File: config.mk
export PLATFORM = sky130hd
export DESIGN_NAME = round_robin_score_rank_core
export DESIGN_NICKNAME = d
export VERILOG_FILES = /design/src/hw/rtl/rrsr_pkg.sv /design/src/hw/rtl/rrsr_front.sv /design/src/hw/rtl/rrsr_cmd_q.sv /design/src/hw/rtl/rrsr_back.sv /design/src/hw/rtl/round_robin_score_rank_core.sv
export SDC_FILE = /design/constraint.sdc
export NUM_CORES = 2
export LEC_CHECK = 0
export ABC_CLOCK_PERIOD_IN_PS = 7800
export BUFFER_PORTS_ARGS = -buffer_cell sky130_fd_sc_hd__buf_2
export CAP_MARGIN = 40
export CORE_MARGIN = 4
export CORE_UTILIZATION = 55
export DETAILED_ROUTE_END_ITERATION = 6
export PLACE_DENSITY_LB_ADDON = 0.05
export SYNTH_ARGS = -nofsm -noshare
export SYNTH_HDL_FRONTEND = slang
export SYNTH_HIERARCHICAL = 1
export SYNTH_SLANG_ARGS = --single-unit
File: constraint.sdc
create_clock -name i_clk -period 7.8 [get_ports i_clk]
set_input_delay 0.39 -clock i_clk [delete_from_list [all_inputs] [get_ports i_clk]]
set_output_delay 0.39 -clock i_clk [all_outputs]
set_load 0.01 [all_outputs]
File: src/hw/rtl/rrsr_pkg.sv
package rrsr_pkg;

    localparam int POP_SIZE   = 16;
    localparam int SLOT_W     = $clog2(POP_SIZE);
    localparam int CNT_W      = $clog2(POP_SIZE + 1);
    localparam int HALF_POP   = POP_SIZE / 2;
    localparam int SCORE_W    = 32;
    localparam int IN_SCORE_W = 16;
    localparam int ID_W       = 4;
    localparam int KIND_W     = 2;
    localparam int Q_DEPTH    = 2;
    localparam int Q_AW       = $clog2(Q_DEPTH);
    localparam int Q_CW       = $clog2(Q_DEPTH + 1);

    localparam logic OPER_START = 1'b0;
    localparam logic OPER_FIGHT = 1'b1;

    localparam logic [KIND_W-1:0] KIND_FIGHT = 2'd0;
    localparam logic [KIND_W-1:0] KIND_BREED = 2'd1;
    localparam logic [KIND_W-1:0] KIND_ERROR = 2'd2;

    typedef struct packed {
        logic                  operation;
        logic [IN_SCORE_W-1:0] first_score;
        logic [IN_SCORE_W-1:0] second_score;
    } t_in_req;

    typedef struct packed {
        logic [KIND_W-1:0] kind;
        logic [ID_W-1:0]   first_id;
        logic [ID_W-1:0]   second_id;
        logic              last;
    } t_out_res;

    typedef enum logic [1:0] {
        CMD_START,
        CMD_FIGHT,
        CMD_ERROR
    } t_cmd_op;

    typedef struct packed {
        t_cmd_op               op;
        logic [SLOT_W-1:0]     low;
        logic [SLOT_W-1:0]     high;
        logic [SLOT_W-1:0]     nxt_low;
        logic [SLOT_W-1:0]     nxt_high;
        logic                  last_pair;
        logic [IN_SCORE_W-1:0] s1;
        logic [IN_SCORE_W-1:0] s2;
    } t_cmd;

    typedef enum logic [3:0] {
        B_IDLE,
        B_PEMIT,
        B_ADD_LO,
        B_ADD_HI,
        B_SLD,
        B_SCAP,
        B_SRD,
        B_SCMP,
        B_SWI,
        B_BRD,
        B_BEMIT
    } t_back_state;

endpackage

File: src/hw/rtl/rrsr_front.sv
module rrsr_front (
    input  logic            i_clk,
    input  logic            i_rst_n,
    input  logic            i_push,
    input  rrsr_pkg::t_in_req i_req,
    output rrsr_pkg::t_cmd  o_cmd
);
    import rrsr_pkg::*;

    logic             r_open;
    logic [CNT_W-1:0] r_low;
    logic [CNT_W-1:0] r_high;
    logic             n_open;
    logic [CNT_W-1:0] n_low;
    logic [CNT_W-1:0] n_high;
    logic [CNT_W-1:0] step_low;
    logic [CNT_W-1:0] step_high;
    logic             step_last;

    always_comb begin
        step_low  = r_low;
        step_high = r_high + CNT_W'(1);
        if (step_high >= CNT_W'(POP_SIZE)) begin
            step_low  = r_low + CNT_W'(1);
            step_high = r_low + CNT_W'(2);
        end
        step_last = (step_high >= CNT_W'(POP_SIZE));
    end

    always_comb begin
        n_open          = r_open;
        n_low           = r_low;
        n_high          = r_high;
        o_cmd.op        = CMD_ERROR;
        o_cmd.low       = SLOT_W'(r_low);
        o_cmd.high      = SLOT_W'(r_high);
        o_cmd.nxt_low   = SLOT_W'(step_low);
        o_cmd.nxt_high  = SLOT_W'(step_high);
        o_cmd.last_pair = step_last;
        o_cmd.s1        = i_req.first_score;
        o_cmd.s2        = i_req.second_score;
        if (i_req.operation == OPER_START) begin
            o_cmd.op = CMD_START;
            if (i_push) begin
                n_open = 1'b1;
                n_low  = '0;
                n_high = CNT_W'(1);
            end
        end else if (r_open) begin
            o_cmd.op = CMD_FIGHT;
            if (i_push) begin
                n_low  = step_low;
                n_high = step_high;
                if (step_last) begin
                    n_open = 1'b0;
                end
            end
        end
    end

    always_ff @(posedge i_clk) begin
        if (!i_rst_n) begin
            r_open <= 1'b0;
            r_low  <= '0;
            r_high <= CNT_W'(1);
        end else begin
            r_open <= n_open;
            r_low  <= n_low;
            r_high <= n_high;
        end
    end

endmodule

File: src/hw/rtl/rrsr_cmd_q.sv
module rrsr_cmd_q (
    input  logic           i_clk,
    input  logic           i_rst_n,
    input  logic           i_push,
    input  rrsr_pkg::t_cmd i_cmd,
    input  logic           i_pop,
    output logic           o_valid,
    output logic           o_full,
    output rrsr_pkg::t_cmd o_cmd
);
    import rrsr_pkg::*;

    t_cmd            r_mem [Q_DEPTH];
    logic [Q_AW-1:0] r_wr;
    logic [Q_AW-1:0] r_rd;
    logic [Q_CW-1:0] r_cnt;
    logic            do_push;
    logic            do_pop;

    assign o_valid = (r_cnt != '0);
    assign o_full  = (r_cnt == Q_CW'(Q_DEPTH));
    assign o_cmd   = r_mem[r_rd];
    assign do_push = i_push && !o_full;
    assign do_pop  = i_pop && o_valid;

    always_ff @(posedge i_clk) begin
        if (do_push) begin
            r_mem[r_wr] <= i_cmd;
        end
    end

    always_ff @(posedge i_clk) begin
        if (!i_rst_n) begin
            r_wr  <= '0;
            r_rd  <= '0;
            r_cnt <= '0;
        end else begin
            if (do_push) begin
                r_wr <= (r_wr == Q_AW'(Q_DEPTH - 1)) ? '0 : r_wr + Q_AW'(1);
            end
            if (do_pop) begin
                r_rd <= (r_rd == Q_AW'(Q_DEPTH - 1)) ? '0 : r_rd + Q_AW'(1);
            end
            case ({do_push, do_pop})
                2'b10:   r_cnt <= r_cnt + Q_CW'(1);
                2'b01:   r_cnt <= r_cnt - Q_CW'(1);
                default: r_cnt <= r_cnt;
            endcase
        end
    end

endmodule

File: src/hw/rtl/rrsr_back.sv
module rrsr_back (
    input  logic               i_clk,
    input  logic               i_rst_n,
    input  logic               i_valid,
    input  rrsr_pkg::t_cmd     i_cmd,
    output logic               o_pop,
    output logic               o_res_valid,
    output rrsr_pkg::t_out_res o_res
);
    import rrsr_pkg::*;

    // score and ranking stores, two registered read ports each
    logic [SCORE_W-1:0] r_sc_mem [POP_SIZE];
    logic [SLOT_W-1:0]  r_od_mem [POP_SIZE];
    logic [POP_SIZE-1:0] r_sc_vld;
    logic [POP_SIZE-1:0] r_od_vld;

    logic [SCORE_W-1:0] r_sc_a;
    logic [SCORE_W-1:0] r_sc_b;
    logic               r_sc_va;
    logic               r_sc_vb;
    logic [SLOT_W-1:0]  r_od_a;
    logic [SLOT_W-1:0]  r_od_b;
    logic               r_od_va;
    logic               r_od_vb;
    logic [SLOT_W-1:0]  r_od_aa;
    logic [SLOT_W-1:0]  r_od_ab;

    t_back_state        r_state;
    t_back_state        n_state;
    t_cmd               r_cmd;
    t_cmd               n_cmd;
    logic [SLOT_W-1:0]  r_i;
    logic [SLOT_W-1:0]  n_i;
    logic [SLOT_W-1:0]  r_j;
    logic [SLOT_W-1:0]  n_j;
    logic [SLOT_W-1:0]  r_k;
    logic [SLOT_W-1:0]  n_k;
    logic [SCORE_W-1:0] r_cur_sc;
    logic [SCORE_W-1:0] n_cur_sc;
    logic [SLOT_W-1:0]  r_cur_id;
    logic [SLOT_W-1:0]  n_cur_id;
    logic               r_out_valid;
    logic               n_out_valid;
    t_out_res           r_out;
    t_out_res           n_out;

    logic [SLOT_W-1:0]  sc_ra;
    logic [SLOT_W-1:0]  sc_rb;
    logic [SLOT_W-1:0]  od_ra;
    logic [SLOT_W-1:0]  od_rb;
    logic               sc_we;
    logic [SLOT_W-1:0]  sc_wa;
    logic [SCORE_W-1:0] sc_wd;
    logic               od_we;
    logic [SLOT_W-1:0]  od_wa;
    logic [SLOT_W-1:0]  od_wd;
    logic               sc_clr;

    logic [SCORE_W-1:0] sc_a;
    logic [SCORE_W-1:0] sc_b;
    logic [SLOT_W-1:0]  od_a;
    logic [SLOT_W-1:0]  od_b;
    logic [SCORE_W:0]   sum_lo;
    logic [SCORE_W:0]   sum_hi;
    logic [SCORE_W-1:0] sat_lo;
    logic [SCORE_W-1:0] sat_hi;

    assign sc_a = r_sc_va ? r_sc_a : '0;
    assign sc_b = r_sc_vb ? r_sc_b : '0;
    assign od_a = r_od_va ? r_od_a : r_od_aa;
    assign od_b = r_od_vb ? r_od_b : r_od_ab;

    assign sum_lo = {1'b0, sc_a} + (SCORE_W + 1)'(r_cmd.s1);
    assign sum_hi = {1'b0, sc_b} + (SCORE_W + 1)'(r_cmd.s2);
    assign sat_lo = sum_lo[SCORE_W] ? '1 : sum_lo[SCORE_W-1:0];
    assign sat_hi = sum_hi[SCORE_W] ? '1 : sum_hi[SCORE_W-1:0];

    assign o_res_valid = r_out_valid;
    assign o_res       = r_out;

    always_comb begin
        n_state     = r_state;
        n_cmd       = r_cmd;
        n_i         = r_i;
        n_j         = r_j;
        n_k         = r_k;
        n_cur_sc    = r_cur_sc;
        n_cur_id    = r_cur_id;
        n_out_valid = 1'b0;
        n_out       = r_out;
        o_pop       = 1'b0;
        sc_ra       = r_i;
        sc_rb       = r_j;
        od_ra       = r_i;
        od_rb       = r_j;
        sc_we       = 1'b0;
        sc_wa       = r_j;
        sc_wd       = r_cur_sc;
        od_we       = 1'b0;
        od_wa       = r_j;
        od_wd       = r_cur_id;
        sc_clr      = 1'b0;

        case (r_state)
            B_IDLE: begin
                sc_ra = i_cmd.low;
                sc_rb = i_cmd.high;
                od_ra = i_cmd.nxt_low;
                od_rb = i_cmd.nxt_high;
                if (i_valid) begin
                    o_pop = 1'b1;
                    n_cmd = i_cmd;
                    case (i_cmd.op)
                        CMD_START: begin
                            sc_clr  = 1'b1;
                            od_ra   = '0;
                            od_rb   = SLOT_W'(1);
                            n_state = B_PEMIT;
                        end
                        CMD_FIGHT: begin
                            n_state = B_ADD_LO;
                        end
                        default: begin
                            n_out_valid     = 1'b1;
                            n_out.kind      = KIND_ERROR;
                            n_out.first_id  = '0;
                            n_out.second_id = '0;
                            n_out.last      = 1'b1;
                        end
                    endcase
                end
            end
            B_PEMIT: begin
                n_out_valid     = 1'b1;
                n_out.kind      = KIND_FIGHT;
                n_out.first_id  = ID_W'(od_a);
                n_out.second_id = ID_W'(od_b);
                n_out.last      = 1'b1;
                n_state         = B_IDLE;
            end
            B_ADD_LO: begin
                sc_ra   = r_cmd.low;
                sc_rb   = r_cmd.high;
                od_ra   = r_cmd.nxt_low;
                od_rb   = r_cmd.nxt_high;
                sc_we   = 1'b1;
                sc_wa   = r_cmd.low;
                sc_wd   = sat_lo;
                n_state = B_ADD_HI;
            end
            B_ADD_HI: begin
                sc_ra = r_cmd.low;
                sc_rb = r_cmd.high;
                od_ra = r_cmd.nxt_low;
                od_rb = r_cmd.nxt_high;
                sc_we = 1'b1;
                sc_wa = r_cmd.high;
                sc_wd = sat_hi;
                if (r_cmd.last_pair) begin
                    n_i     = '0;
                    n_state = B_SLD;
                end else begin
                    n_out_valid     = 1'b1;
                    n_out.kind      = KIND_FIGHT;
                    n_out.first_id  = ID_W'(od_a);
                    n_out.second_id = ID_W'(od_b);
                    n_out.last      = 1'b1;
                    n_state         = B_IDLE;
                end
            end
            B_SLD: begin
                n_state = B_SCAP;
            end
            B_SCAP: begin
                n_cur_sc = sc_a;
                n_cur_id = od_a;
                n_j      = r_i + SLOT_W'(1);
                n_state  = B_SRD;
            end
            B_SRD: begin
                n_state = B_SCMP;
            end
            B_SCMP: begin
                // larger score moves to position i, old holder goes to j
                if (sc_b > r_cur_sc) begin
                    sc_we    = 1'b1;
                    od_we    = 1'b1;
                    n_cur_sc = sc_b;
                    n_cur_id = od_b;
                end
                if (r_j == SLOT_W'(POP_SIZE - 1)) begin
                    n_state = B_SWI;
                end else begin
                    n_j     = r_j + SLOT_W'(1);
                    n_state = B_SRD;
                end
            end
            B_SWI: begin
                sc_we = 1'b1;
                od_we = 1'b1;
                sc_wa = r_i;
                od_wa = r_i;
                if (r_i == SLOT_W'(POP_SIZE - 2)) begin
                    n_k     = '0;
                    n_state = B_BRD;
                end else begin
                    n_i     = r_i + SLOT_W'(1);
                    n_state = B_SLD;
                end
            end
            B_BRD: begin
                od_ra   = r_k;
                od_rb   = r_k + SLOT_W'(HALF_POP);
                n_state = B_BEMIT;
            end
            B_BEMIT: begin
                n_out_valid     = 1'b1;
                n_out.kind      = KIND_BREED;
                n_out.first_id  = ID_W'(od_a);
                n_out.second_id = ID_W'(od_b);
                n_out.last      = (r_k == SLOT_W'(HALF_POP - 1));
                if (r_k == SLOT_W'(HALF_POP - 1)) begin
                    n_state = B_IDLE;
                end else begin
                    n_k     = r_k + SLOT_W'(1);
                    n_state = B_BRD;
                end
            end
            default: begin
                n_state = B_IDLE;
            end
        endcase
    end

    always_ff @(posedge i_clk) begin
        if (sc_we) begin
            r_sc_mem[sc_wa] <= sc_wd;
        end
        if (od_we) begin
            r_od_mem[od_wa] <= od_wd;
        end
        r_sc_a  <= r_sc_mem[sc_ra];
        r_sc_b  <= r_sc_mem[sc_rb];
        r_od_a  <= r_od_mem[od_ra];
        r_od_b  <= r_od_mem[od_rb];
        r_od_aa <= od_ra;
        r_od_ab <= od_rb;
        r_cmd    <= n_cmd;
        r_i      <= n_i;
        r_j      <= n_j;
        r_k      <= n_k;
        r_cur_sc <= n_cur_sc;
        r_cur_id <= n_cur_id;
        r_out    <= n_out;
    end

    always_ff @(posedge i_clk) begin
        if (!i_rst_n) begin
            r_sc_vld    <= '0;
            r_od_vld    <= '0;
            r_sc_va     <= 1'b0;
            r_sc_vb     <= 1'b0;
            r_od_va     <= 1'b0;
            r_od_vb     <= 1'b0;
            r_state     <= B_IDLE;
            r_out_valid <= 1'b0;
        end else begin
            r_sc_va <= r_sc_vld[sc_ra];
            r_sc_vb <= r_sc_vld[sc_rb];
            r_od_va <= r_od_vld[od_ra];
            r_od_vb <= r_od_vld[od_rb];
            if (sc_clr) begin
                r_sc_vld <= '0;
            end else if (sc_we) begin
                r_sc_vld[sc_wa] <= 1'b1;
            end
            if (od_we) begin
                r_od_vld[od_wa] <= 1'b1;
            end
            r_state     <= n_state;
            r_out_valid <= n_out_valid;
        end
    end

endmodule

File: src/hw/rtl/round_robin_score_rank_core.sv
// Path to o_valid, back end idle: a request is first registered in the command queue;
// a start result then comes from state B_PEMIT, a fight result from B_ADD_LO and
// B_ADD_HI, an error straight from B_IDLE; o_valid is registered. The final fight
// of a round runs the exchange sort, one slot compare at a time on the score store's
// registered read port, then breeding pairs; a 2-entry request queue absorbs bursts.
// Reset (sync, active low): scores zero, order identity, round closed.
module round_robin_score_rank_core (
    input  logic               i_clk,
    input  logic               i_rst_n,
    input  logic               start,
    output logic               busy,
    input  rrsr_pkg::t_in_req  i_req,
    output logic               o_valid,
    output rrsr_pkg::t_out_res o_res
);
    import rrsr_pkg::*;

    t_cmd front_cmd;
    t_cmd head_cmd;
    logic q_valid;
    logic q_full;
    logic q_pop;
    logic push;

    assign busy = q_full;
    assign push = start && !q_full;

    rrsr_front u_front (
        .i_clk   (i_clk),
        .i_rst_n (i_rst_n),
        .i_push  (push),
        .i_req   (i_req),
        .o_cmd   (front_cmd)
    );

    rrsr_cmd_q u_cmd_q (
        .i_clk   (i_clk),
        .i_rst_n (i_rst_n),
        .i_push  (push),
        .i_cmd   (front_cmd),
        .i_pop   (q_pop),
        .o_valid (q_valid),
        .o_full  (q_full),
        .o_cmd   (head_cmd)
    );

    rrsr_back u_back (
        .i_clk       (i_clk),
        .i_rst_n     (i_rst_n),
        .i_valid     (q_valid),
        .i_cmd       (head_cmd),
        .o_pop       (q_pop),
        .o_res_valid (o_valid),
        .o_res       (o_res)
    );

endmodule

==> run_results.csv <==
group,metric,value,unit
outcome,outcome,"completed",
sta,max_slew.worst_pin.slew,0.9765,ns
yosys,syn_area,44760,sq um
global_route,grt_max_degree,133,
global_route,grt_pass1_vias,27800,
cts,cts-buffers-inserted,97,
cts,cts_max_level,3,
yosys,synth_largest_area_cell,"edfxtp_1",
sta,setup_viol,0,
yosys,synth_top_area_share,52.73,%
layout,area_delta_synth_final,11.22,%
cts,cts_tree,"done",
route,via_per_inst,6.567,
layout,finish.net_count,3204,
critical_path,critPathRequiredTime,7.98,ns
sta,finalSetupTns,0,ns
route,ant_nets,0,
route,routed_wl,117100,um
sta,setup_ws,2.623,ns
floorplan,num_rows,104,
power_and_ir_drop,irDropWorstVdd,456.4,uV
cts,cts_sinks,923,
cts,cts_setup_buffers,0,
global_route,grt_overflow_total,0,
floorplan,die_area,86010,sq um
critical_path,critical_path_buf_inv_count,2,
floorplan,io_pins,49,
critical_path,slowest_delay,0.68,ns
power_and_ir_drop,leakagePower,16.83,nW
critical_path,critPathSlowestCell,"nand4_1",
route,dr.pass1.iters,6,
sta,finalCritPeriodShare,66.38,%
critical_path,crit_fanout,51,
sta,finalClockSkew,0.04376,ns
yosys,synth-seq-cells,923,
global_route,grt_pass1_wl,175600,um
run,max-cap-violations,0,
route,drc_errors,0,
floorplan,core-area,80550,sq um
cts,root_buffer,"clkbuf_16",
yosys,synth_edf_count,786,
placement,numPortBuffers,48,
cts,clockBufferDepth,3,
power_and_ir_drop,cellPowerDensity,400.0,nW/um^2
yosys,async_flop_share,0,%
yosys,synth.most_common_cell,"edfxtp_1",
critical_path,worstSetupEndpointType,"flop",
route,drt-wirelength-per-cell,27.57,um
layout,num_antenna_cells,0,
yosys,synth-main-ff-cell,"edfxtp_1",
yosys,avgSynthCellArea,14.59,sq um
sta,slew_violations,0,
yosys,yosysWarnings,6,
global_route,antenna_found_initial,2,
sta,maxSlewHeadroom,34.90,%
yosys,synth_seq_area_share,58.86,%
layout,drive_gt1_share,22.02,%
route,num_vias,27900,
yosys,syn_nets,3169,
yosys,synth_commonest_cells,"edfxtp_1 (786), mux4_2 (272), nand2_1 (171)",
yosys,ys_top_cells_by_area,"edfxtp_1 (53%), mux4_2 (14%), dfxtp_1 (6.1%)",
sta,grt_setup_unrepaired,"no",
yosys,synth_cells,3068,
floorplan,initial_core_util,55.57,%
critical_path,crit_family,"compound AO/OA/AOI/OAI gates",
cts,clkTransAtPathRegs,0.06,ns
placement,dp_slack,2.661,ns
sta,max_freq,193.2,MHz
sta,min_period,5.177,ns
critical_path,cp.arrival,5.36,ns
critical_path,critical_path_class,"reg2reg",
critical_path,crit_chain,"buf_4 > and2_1 > ha_1 > a211oi_1 > o21ai_1 > o21ai_1 > a21oi_1 > o21ai_2 > nor2_1 > buf_4 > a22oi_1 > nand4_1",
cts,clock_latency,0.67,ns
yosys,synthDistinctLibCells,96,
placement,gp_congestion,0.9193,
critical_path,startpoint_type,"flop",
floorplan,die_h,293.3,um
global_route,track_usage,27.11,%
sta,final_hold_viol_count,0,
power_and_ir_drop,power.total,19.91,mW
route,drtIter0Drc,2806,
placement,hpwl,73410,um
min_path,hold_path.class,"in2reg",
floorplan,die_w,293.3,um
cell usage in the layout, fill, tap and decap left out, types with 10 or more instances in the layout:
cell	Yosys	routed
xnor2_1	38	38
a21o_1	20	20
buf_2	84	48
clkbuf_1	80	21
nor2_1	91	87
o21ai_0	117	116
clkbuf_8	0	17
nor3_2	0	16
o31ai_1	14	13
edfxtp_1	786	786
a31oi_1	23	22
a211oi_1	100	100
mux2i_1	152	152
and2_1	40	39
nor4_1	12	12
nand3_1	57	57
nand2_1	171	170
nand2b_1	10	10
clkinv_2	0	15
nand4_1	23	23
and3_1	14	13
nor2b_1	87	87
dlygate4sd3_1	0	32
a21oi_1	169	167
nor3_1	34	18
clkbuf_16	0	97
inv_1	91	90
mux2_2	74	74
mux4_2	272	272
xor2_1	18	18
buf_4	52	72
o2111ai_1	11	11
a221oi_1	13	13
o211ai_1	42	42
dfxtp_1	137	135
a22oi_1	12	12
ha_1	64	64
stage by stage:
| stage | area (sq um) | instances | hold slack [ns] | utilization, % |
|---|---|---|---|---|
| 4_1_cts | 49780 | 4247 | 0.02056 | 61.80 |
| 6_report | 49780 | 4248 | 0.06716 | 61.81 |
| 3_5_place_dp | 46100 | 4031 | 0.4609 | 57.23 |
| 2_1_floorplan | 44760 | 3068 | 0.4362 | - |
| 3_3_place_gp | 45890 | 4007 | 0.4493 | 56.97 |
| 5_1_grt | 49780 | 4248 | 0.07237 | 61.81 |
path summary, 6_finish.rpt:
kind	start	end	slack, ns	depth (start not counted)
max reg2reg	u_back/r_sc_vb	u_back/r_sc_mem[0][27]	2.62	12
max	u_back/r_sc_vb	u_back/r_sc_mem[0][27]	2.62	12
min	i_req[32]	u_front/r_open	0.07	2
min reg2reg	u_back/r_sc_vld[2]	u_back/r_sc_vld[2]	0.47	2
worst register-to-register path, cell delays in order, from the launching register on:
cell and delay, ns:
dfxtp_2 0.32, buf_4 0.47, and2_1 0.33, ha_1 0.31, a211oi_1 0.53, o21ai_1 0.32
o21ai_1 0.54, a21oi_1 0.24, o21ai_2 0.20, nor2_1 0.15, buf_4 0.21, a22oi_1 0.43
nand4_1 0.68
kinds of logic after synthesis:
logic type | after synthesis | share of synthesized area [%]
XOR/XNOR | 58 | 1.194
adder cells (fa/ha/maj) | 65 | 1.834
flip-flops | 923 | 58.86
AND/OR/NAND/NOR | 594 | 6.854
AO/OA/AOI/OAI | 607 | 8.909
multiplexers | 498 | 18.95
buffers and inverters | 323 | 3.402
sequential cells by signal, indices dropped and copies added, names as in the netlist, 11 cells and up, named ones only:
signal	flops
u_back/r_sc_b	32
u_cmd_q/r_mem	102
u_back/r_sc_a	32
u_back/o_res	11
u_back/r_sc_vld	16
u_back/r_cmd	49
u_back/r_od_mem	64
u_back/r_od_vld	16
u_back/r_cur_sc	32
u_back/r_sc_mem	512
where the power goes:
group	leakage, nW	internal [mW]	switching [mW]
combinational	6.91	3.79	4.77
sequential	8.30	6.08	0.527
clock	1.62	2.78	1.97
total	16.8	12.6	7.26
per-layer routing:
layer / GRT usage (%) / vias to the layer above / part of all wire (%)
met5: 0 / - / 0
met1: 40.04 / 14340 / 43
li1: - / 12230 / -
met3: 4.384 / 170 / 7.8
met4: 6.998 / 0 / 2.4
met2: 42.69 / 1162 / 47
layout make-up:
class	count	area [sq um]
Multi-Input combinational cell	1822	17080
Sequential cell	923	26350
Clock buffer	135	2740
Timing Repair Buffer	165	1318
Tap cell	1060	1326
Inverter	94	352.8
Clock inverter	49	615.6
Fill cell	5992	30760
what timing repair did:
| action | CTS | global route |
|---|---|---|
| endpoints found under the hold margin | 64 | 0 |
| hold buffers | 32 | 0 |
| gates resized for setup | 0 | 0 |
Power figures use the tool's default switching activity.
